## src/multichannel_moving_average_max_defines.svh

```systemverilog
// ---------------------------------------------------------------------------
// Moving average maximum: assertion macros
// Shared property wrappers; the enclosing module provides clk and rst_n.
// ---------------------------------------------------------------------------
`ifndef MULTICHANNEL_MOVING_AVERAGE_MAX_DEFINES_SVH
`define MULTICHANNEL_MOVING_AVERAGE_MAX_DEFINES_SVH

// Checked on every clock edge outside reset.
`define MMAM_ASSERT(lbl, prop, msg) \
  lbl: assert property (@(posedge clk) disable iff (!rst_n) prop) else $error(msg);

// Checked on every clock edge, reset included.
`define MMAM_ASSERT_RST(lbl, prop, msg) \
  lbl: assert property (@(posedge clk) prop) else $error(msg);

`endif

```

## src/mmam_pkg.sv

```systemverilog
// ---------------------------------------------------------------------------
// Moving average maximum: package
// Default sizes and the configuration register width.
// ---------------------------------------------------------------------------
package mmam_pkg;

  localparam int unsigned DEF_HISTORY_DEPTH          = 16;
  localparam int unsigned DEF_MAX_CHANNELS           = 20;
  localparam int unsigned DEF_BASE_CHANNELS          = 2;
  localparam int unsigned DEF_CHANNELS_PER_EXTENSION = 4;
  localparam int unsigned DEF_SAMPLE_BITS            = 10;

  localparam int unsigned EXT_W   = 2;
  localparam int unsigned EXT_MAX = (1 << EXT_W) - 1;

endpackage

```

## src/mmam_hist.sv

```systemverilog
// ---------------------------------------------------------------------------
// Moving average maximum: history memory
// Single-port-write, registered-read sample store with a clearing pass
// that zeroes every entry after reset.
// ---------------------------------------------------------------------------
module mmam_hist #(
  parameter int unsigned DEPTH  = mmam_pkg::DEF_MAX_CHANNELS * mmam_pkg::DEF_HISTORY_DEPTH,
  parameter int unsigned DATA_W = mmam_pkg::DEF_SAMPLE_BITS,
  parameter int unsigned ADDR_W = $clog2(DEPTH)
) (
  input  logic              clk,
  input  logic              rst_n,
  input  logic              rd_en,
  input  logic [ADDR_W-1:0] rd_addr,
  output logic [DATA_W-1:0] rd_data,
  input  logic              wr_en,
  input  logic [ADDR_W-1:0] wr_addr,
  input  logic [DATA_W-1:0] wr_data,
  output logic              clr_busy
);
  import mmam_pkg::*;

  logic [DATA_W-1:0] mem [DEPTH];
  logic [DATA_W-1:0] rd_data_r;
  logic [ADDR_W-1:0] clr_addr_r;
  logic              clr_busy_r;

  always_ff @(posedge clk) begin
    if (!rst_n) begin
      clr_addr_r <= '0;
      clr_busy_r <= 1'b1;
    end else if (clr_busy_r) begin
      clr_addr_r <= clr_addr_r + ADDR_W'(1);
      if (clr_addr_r == ADDR_W'(DEPTH - 1)) begin
        clr_busy_r <= 1'b0;
      end
    end
  end

  always_ff @(posedge clk) begin
    if (clr_busy_r) begin
      mem[clr_addr_r] <= '0;
    end else if (wr_en) begin
      mem[wr_addr] <= wr_data;
    end
  end

  always_ff @(posedge clk) begin
    if (rd_en) begin
      rd_data_r <= mem[rd_addr];
    end
  end

  assign rd_data  = rd_data_r;
  assign clr_busy = clr_busy_r;

endmodule

```

## src/multichannel_moving_average_max.sv

```systemverilog
// ---------------------------------------------------------------------------
// Multichannel moving average maximum
// Per-channel 16-sample moving averages with the largest one per frame.
// ---------------------------------------------------------------------------
// Samples enter on in_sample/in_valid/in_stall in channel order, one frame
// being BASE_CHANNELS + CHANNELS_PER_EXTENSION * extension_count channels,
// capped at MAX_CHANNELS. After the last sample of a frame one request leaves
// on out_weight/out_valid/out_stall carrying the largest channel average.
// The user must write the extension count on cfg_extension_count/cfg_valid/
// cfg_ready only while the block is idle; the block does not enforce this.
// cfg_ready is always high. A sample is accepted every cycle while in_stall
// is low. The history memory is read as a sample is taken and written back
// by the update stage, which loads a frame result into the output register.
// After reset the history memory is cleared one entry per cycle, covering
// all MAX_CHANNELS * HISTORY_DEPTH entries; in_stall is high during that
// pass. Running sums, slot, channel counter and maximum reset at once.
// When the receiver stalls, a finished result is held in the output
// register; samples keep entering until the last sample of the next frame,
// which waits in the update stage.
// ---------------------------------------------------------------------------
`include "multichannel_moving_average_max_defines.svh"

module multichannel_moving_average_max #(
  parameter int unsigned HISTORY_DEPTH          = mmam_pkg::DEF_HISTORY_DEPTH,
  parameter int unsigned MAX_CHANNELS           = mmam_pkg::DEF_MAX_CHANNELS,
  parameter int unsigned BASE_CHANNELS          = mmam_pkg::DEF_BASE_CHANNELS,
  parameter int unsigned CHANNELS_PER_EXTENSION = mmam_pkg::DEF_CHANNELS_PER_EXTENSION,
  parameter int unsigned SAMPLE_BITS            = mmam_pkg::DEF_SAMPLE_BITS
) (
  input  logic                       clk,
  input  logic                       rst_n,
  input  logic                       in_valid,
  output logic                       in_stall,
  input  logic [SAMPLE_BITS-1:0]     in_sample,
  output logic                       out_valid,
  input  logic                       out_stall,
  output logic [SAMPLE_BITS-1:0]     out_weight,
  input  logic                       cfg_valid,
  output logic                       cfg_ready,
  input  logic [mmam_pkg::EXT_W-1:0] cfg_extension_count
);
  import mmam_pkg::*;

  localparam int unsigned SLOT_W  = $clog2(HISTORY_DEPTH);
  localparam int unsigned CH_W    = $clog2(MAX_CHANNELS);
  localparam int unsigned DEPTH   = MAX_CHANNELS * HISTORY_DEPTH;
  localparam int unsigned ADDR_W  = $clog2(DEPTH);
  localparam int unsigned SUM_W   = SAMPLE_BITS + SLOT_W;
  localparam int unsigned RECIP_W = SUM_W + 1;
  localparam int unsigned SHIFT   = SUM_W + SLOT_W;
  localparam int unsigned RECIP   = ((1 << SHIFT) + HISTORY_DEPTH - 1) / HISTORY_DEPTH;
  localparam int unsigned PROD_W  = SUM_W + RECIP_W;
  localparam int unsigned RAW_MAX = BASE_CHANNELS + CHANNELS_PER_EXTENSION * EXT_MAX;
  localparam int unsigned RAW_W   = $clog2(RAW_MAX + 1);
  localparam int unsigned CNT_W   = $clog2(MAX_CHANNELS + 1);
  localparam int unsigned CW      = (RAW_W > CNT_W) ? RAW_W : CNT_W;

  logic [EXT_W-1:0]       ext_r;
  logic [CH_W-1:0]        ch_cnt_r;
  logic [SLOT_W-1:0]      slot_r;
  logic [CW-1:0]          flen_raw;
  logic [CW-1:0]          flen;
  logic                   last0;
  logic                   in_acc;
  logic [ADDR_W-1:0]      addr0;

  logic                   s1_valid_r;
  logic                   s1_last_r;
  logic [CH_W-1:0]        s1_ch_r;
  logic [ADDR_W-1:0]      s1_addr_r;
  logic [SAMPLE_BITS-1:0] s1_sample_r;
  logic                   s1_adv;

  logic [SUM_W-1:0]       sums_r [MAX_CHANNELS];
  logic [SUM_W-1:0]       sum_new;
  logic [PROD_W-1:0]      prod;
  logic [SAMPLE_BITS-1:0] avg;
  logic [SAMPLE_BITS-1:0] fmax_r;
  logic [SAMPLE_BITS-1:0] fmax_cand;

  logic                   out_valid_r;
  logic [SAMPLE_BITS-1:0] out_weight_r;

  logic [SAMPLE_BITS-1:0] old_sample;
  logic                   clr_busy;

  mmam_hist #(
    .DEPTH  (DEPTH),
    .DATA_W (SAMPLE_BITS),
    .ADDR_W (ADDR_W)
  ) u_hist (
    .clk      (clk),
    .rst_n    (rst_n),
    .rd_en    (in_acc),
    .rd_addr  (addr0),
    .rd_data  (old_sample),
    .wr_en    (s1_adv),
    .wr_addr  (s1_addr_r),
    .wr_data  (s1_sample_r),
    .clr_busy (clr_busy)
  );

  assign cfg_ready = 1'b1;

  always_ff @(posedge clk) begin
    if (!rst_n) begin
      ext_r <= '0;
    end else if (cfg_valid && cfg_ready) begin
      ext_r <= cfg_extension_count;
    end
  end

  assign flen_raw = CW'(BASE_CHANNELS) + CW'(CHANNELS_PER_EXTENSION) * CW'(ext_r);
  assign flen     = (flen_raw > CW'(MAX_CHANNELS)) ? CW'(MAX_CHANNELS) : flen_raw;
  assign last0    = (CW'(ch_cnt_r) + CW'(1)) >= flen;
  assign addr0    = ADDR_W'(ch_cnt_r) * ADDR_W'(HISTORY_DEPTH) + ADDR_W'(slot_r);

  assign s1_adv   = s1_valid_r && !(s1_last_r && out_valid_r && out_stall);
  assign in_stall = clr_busy || (s1_valid_r && !s1_adv);
  assign in_acc   = in_valid && !in_stall;

  always_ff @(posedge clk) begin
    if (!rst_n) begin
      ch_cnt_r <= '0;
      slot_r   <= '0;
    end else if (in_acc) begin
      if (last0) begin
        ch_cnt_r <= '0;
        slot_r   <= (slot_r == SLOT_W'(HISTORY_DEPTH - 1)) ? '0 : slot_r + SLOT_W'(1);
      end else begin
        ch_cnt_r <= ch_cnt_r + CH_W'(1);
      end
    end
  end

  always_ff @(posedge clk) begin
    if (!rst_n) begin
      s1_valid_r <= 1'b0;
    end else if (in_acc) begin
      s1_valid_r <= 1'b1;
    end else if (s1_adv) begin
      s1_valid_r <= 1'b0;
    end
  end

  always_ff @(posedge clk) begin
    if (in_acc) begin
      s1_last_r   <= last0;
      s1_ch_r     <= ch_cnt_r;
      s1_addr_r   <= addr0;
      s1_sample_r <= in_sample;
    end
  end

  assign sum_new   = sums_r[s1_ch_r] - SUM_W'(old_sample) + SUM_W'(s1_sample_r);
  assign prod      = PROD_W'(sum_new) * PROD_W'(RECIP);
  assign avg       = prod[SHIFT +: SAMPLE_BITS];
  assign fmax_cand = (avg > fmax_r) ? avg : fmax_r;

  always_ff @(posedge clk) begin
    if (!rst_n) begin
      for (int i = 0; i < MAX_CHANNELS; i++) begin
        sums_r[i] <= '0;
      end
      fmax_r <= '0;
    end else if (s1_adv) begin
      sums_r[s1_ch_r] <= sum_new;
      fmax_r          <= s1_last_r ? '0 : fmax_cand;
    end
  end

  always_ff @(posedge clk) begin
    if (!rst_n) begin
      out_valid_r <= 1'b0;
    end else if (s1_adv && s1_last_r) begin
      out_valid_r <= 1'b1;
    end else if (!out_stall) begin
      out_valid_r <= 1'b0;
    end
  end

  always_ff @(posedge clk) begin
    if (s1_adv && s1_last_r) begin
      out_weight_r <= fmax_cand;
    end
  end

  assign out_valid  = out_valid_r;
  assign out_weight = out_weight_r;

  `MMAM_ASSERT(a_result_after_last, (s1_valid_r && s1_last_r && s1_adv) |=> out_valid_r, "frame end gave no result")
  `MMAM_ASSERT(a_no_update_in_clear, !(clr_busy && s1_valid_r), "sample in flight during history clear")
  `MMAM_ASSERT(a_channel_range, {1'b0, ch_cnt_r} < (CH_W + 1)'(MAX_CHANNELS), "channel counter out of range")
  `MMAM_ASSERT_RST(a_reset_idle, !rst_n |=> (!out_valid_r && !s1_valid_r), "pipeline not idle after reset")

endmodule

```

## config.mk

```make
export PLATFORM = sky130hd
export DESIGN_NAME = multichannel_moving_average_max
export DESIGN_NICKNAME = d
export VERILOG_FILES = /design/src/mmam_pkg.sv /design/src/mmam_hist.sv /design/src/multichannel_moving_average_max.sv
export VERILOG_INCLUDE_DIRS = /design/src /design/src/src
export SDC_FILE = /design/constraint.sdc
export NUM_CORES = 2
export LEC_CHECK = 0
export BUFFER_PORTS_ARGS = -buffer_cell sky130_fd_sc_hd__buf_2
export CAP_MARGIN = 20
export CELL_PAD_IN_SITES_DETAIL_PLACEMENT = 1
export CELL_PAD_IN_SITES_GLOBAL_PLACEMENT = 1
export CORE_MARGIN = 2
export CORE_UTILIZATION = 61
export DETAILED_ROUTE_END_ITERATION = 10
export PLACE_DENSITY_LB_ADDON = 0.1
export RECOVER_POWER = 100
export SYNTH_ARGS = -nofsm -noshare
export SYNTH_HDL_FRONTEND = slang
export SYNTH_SLANG_ARGS = --single-unit
```

## constraint.sdc

```tcl
create_clock -name clk -period 26.9 [get_ports clk]
set_clock_uncertainty 0.15 [all_clocks]
set_input_delay 2.69 -clock clk [delete_from_list [all_inputs] [get_ports clk]]
set_output_delay 2.69 -clock clk [all_outputs]
set_load 0.02 [all_outputs]
```

==> flow_summary_export.csv <==
group,metric,value,unit
grt,grt-busiest-layer,"met2",
route,postRouteAntennaNets,0,
timing,period_share,59.5,%
worst_setup_path,worst_setup_path_end_kind,"flop",
grt,grt_max_degree,230,
synth,synth_edf_count,3688,
place,gp_congestion,0.864,
route,remaining_drc_errors,0,
floorplan,die_height,494,um
grt,gr-usage-met3,8.66,%
synth,synthCells,7080,
route,drt_iter0_drc,10500,
clock_network,clkLatencyLatePin,1.01,ns
route,vias,77000,
synth,synth_area,146000,um2
worst_hold_path,min_path_type,"flop to flop",
timing,setup_viol,0,
timing,setup_ws,10.90,ns
clock_network,cts_tree,"yes",
grt,first_global_vias,78800,
timing,maxSlewHeadroom,-634,%
place,placed_area,150000,um2
floorplan,die_area,244000,um2
pwr,finalPower,11.6,mW
timing,slew_violations,3899,
timing,fin_crit,16.00,ns
clock_network,post_cts_resized,0,
timing,tightest_slew,11.00,ns
grt,grt_pass1_wl,601000,um
clock_network,cts_setup_buffers,0,
worst_setup_path,critPathMaxFanout,209,
floorplan,die_x,494,um
final_layout,stdcell_area,162000,um2
floorplan,start_util,61.4,%
place,pre_cts_ws,17.88,ns
place,dp_hpwl,246000,um
grt,grt-ovfl-total,0,
route,firstDrtPassIters,6,
timing,grt_setup_unrepaired,"no",
grt,grt_use_met2,54.7,%
pwr,leakage,53.2,nW
final_layout,regArea,112000,um2
pwr,vdd_drop_max,0.0000651,V
timing,hold_viol,0,
worst_setup_path,critical_path_class,"primary input to flop",
clock_network,clock_path_buffers,4,
floorplan,rows,179,
synth,ys_types,81,
floorplan,ios,30,
synth,yosys_most_used_dff,"edfxtp_1",
synth,yosys_warnings,0,
worst_setup_path,startpoint_type,"primary input",
route,routed_via_density,7.14,
route,post_drt_wl_per_cell,39.6,um
floorplan,core_area,238000,um2
clock_network,ctsHtreeMaxLevel,5,
clock_network,clock-sinks,3726,
synth,postSynthAreaPerCell,20.7,um2
grt,antenna_found_initial,24,
pwr,powerDensity,71.6,nW/um2
grt,grt_use_met1,48.8,%
final_layout,multi_input_area,32400,um2
job,drv_cap,60,
synth,ys_seq_area_share,76.2,%
worst_setup_path,crit_arrival,16.21,ns
synth,ys_seq_elements,3726,
clock_network,holdBufCountCts,0,
route,wl,427000,um
clock_network,cts_buffers,380,
grt,grt_usage,35.3,%
final_layout,final_nets,7372,
run_status,outcome,"finished, violations left",
run_status,violations,"capacitance limit, slew limit",
timing,fmaxAchievable,62.5,MHz
worst_setup_path,crit_required,27.11,ns
timing,setup_tns,0,ns
synth,synth_fp_nets,7137,
clock_network,cts-root-buf,"clkbuf_16",
place,io_buffers,28,
final_layout,num-fill-cells,18600,
final_layout,layout-drive-gt1-share,20.9,%
synth,synthArstFlopShare,0,%
clock_network,clk_pin_slew,0.06,ns
final_layout,syn2layout_area_growth,10.6,%
## state kept, by name, summed over array words and instances (netlist names), named ones only
signal and count:
u_hist.mem 3200, sums_r 448, fmax_r 10, out_weight 10, s1_sample_r 10, u_hist.rd_data 10, u_hist.clr_addr_r 9, ch_cnt_r 5
s1_ch_r 5, s1_addr_r 4, slot_r 4, ext_r 2, out_valid 1, s1_last_r 1, s1_valid_r 1, u_hist.clr_busy 1
## metal layers
metal | part of all wire (%) | vias to the layer above
met5 | 0.039 | -
met1 | 36 | 40800
li1 | - | 29600
met4 | 5.2 | 24
met2 | 47 | 5473
met3 | 12 | 1172
## cells in the final DEF, fill, tap and decap left out, types with 9 or more instances in the layout
cell type / instances
clkinvlp_4: 13
mux2i_1: 270
a211oi_1: 50
fa_1: 10
nand3_1: 35
clkinv_1: 83
nor2b_1: 9
a21o_1: 13
o21ai_0: 69
bufinv_16: 33
a22oi_1: 87
a221oi_1: 34
clkbuf_16: 387
a2111oi_0: 9
inv_1: 71
clkinv_2: 57
buf_2: 11
o22ai_1: 54
nand2_2: 9
a21oi_1: 80
ha_1: 30
o221ai_1: 28
nand3b_1: 16
nand2_1: 143
clkbuf_1: 292
dfxtp_1: 30
nor2_1: 688
a31oi_1: 13
buf_4: 86
mux4_2: 912
edfxtp_1: 3688
nor3_1: 28
nand2b_1: 24
mux2_2: 14
diode_2: 14
a22o_1: 25
## final timing paths
kind / start / cells past startpoint / end / slack, ns
worst max-delay path: out_stall / 9 / u_hist.mem[273][4] / 10.90
worst min-delay path: fmax_r[1] / 2 / fmax_r[1] / 0.33
worst max register to register: flop / 24 / fmax_r[2] / 11.46
worst min register to register: fmax_r[1] / 2 / fmax_r[1] / 0.33
## Yosys cell counts, types with 25 or more instances
library cell     n  share of area (%)
a211oi_1        50               0.26
a21oi_1         80               0.27
a221oi_1        34               0.20
a22o_1          25               0.15
a22oi_1         87               0.45
buf_1           42               0.11
buf_2           90               0.31
buf_4           52               0.27
clkbuf_1       244               0.63
dfxtp_1         38               0.52
edfxtp_1      3688                 76
ha_1            30               0.26
inv_1           72               0.18
mux2i_1        270                1.8
mux4_2         912                 14
nand2_1        155               0.40
nand3_1         36               0.12
nor2_1         692                1.8
nor3_1          30               0.10
o21ai_0         72               0.25
o221ai_1        28               0.17
o22ai_1         54               0.23
## worst max-delay path: stages
cell and delay, ns:
clkbuf_1 0.13, nand3_1 0.15, and2_0 0.46, nand2b_1 0.32
clkbuf_1 0.57, nor2_4 0.21, clkbuf_1 7.29, clkbuf_1 2.12
clkbuf_1 2.06
## cell type report
cell class	count	share of cell area (%)
Sequential cell	3726	69.0
Multi-Input combinational cell	2823	20.1
Clock buffer	482	6.24
Clock inverter	193	1.10
Timing Repair Buffer	308	1.01
Tap cell	3167	2.45
Antenna cell	14	0.0217
Inverter	76	0.179
## report_power, final
part | switching, mW | internal (mW)
Clock | 2.20 | 2.96
Combinational | 0.0819 | 0.0227
Sequential | 0.00669 | 6.31
## kinds of logic (layout without fill, tap and decap cells)
logic type                 after synthesis  in the layout  share of synthesized area, %
AOI/OAI and AO/OA                      540            540                          2.60
xor gates and xnor gates                19             19                         0.119
adders and majority gates               40             40                         0.393
buffers and inverters                  531           1059                          1.73
DFF                                   3726           3726                          76.2
muxes                                 1197           1197                          16.0
other                                    1             15                       0.00256
and+or+nand+nor                       1026           1026                          2.92
## through the flow
stage / hold WS [ns] / std cells / util [%]
floorplan: 0.253 / 7080 / -
global placement: 0.292 / 9998 / 63.0
detailed placement: 0.308 / 10000 / 63.0
CTS: 0.327 / 10700 / 68.0
global route: 0.350 / 10800 / 67.9
finish: 0.325 / 10800 / 67.9
Note: power is estimated with default switching activity, not from simulation.
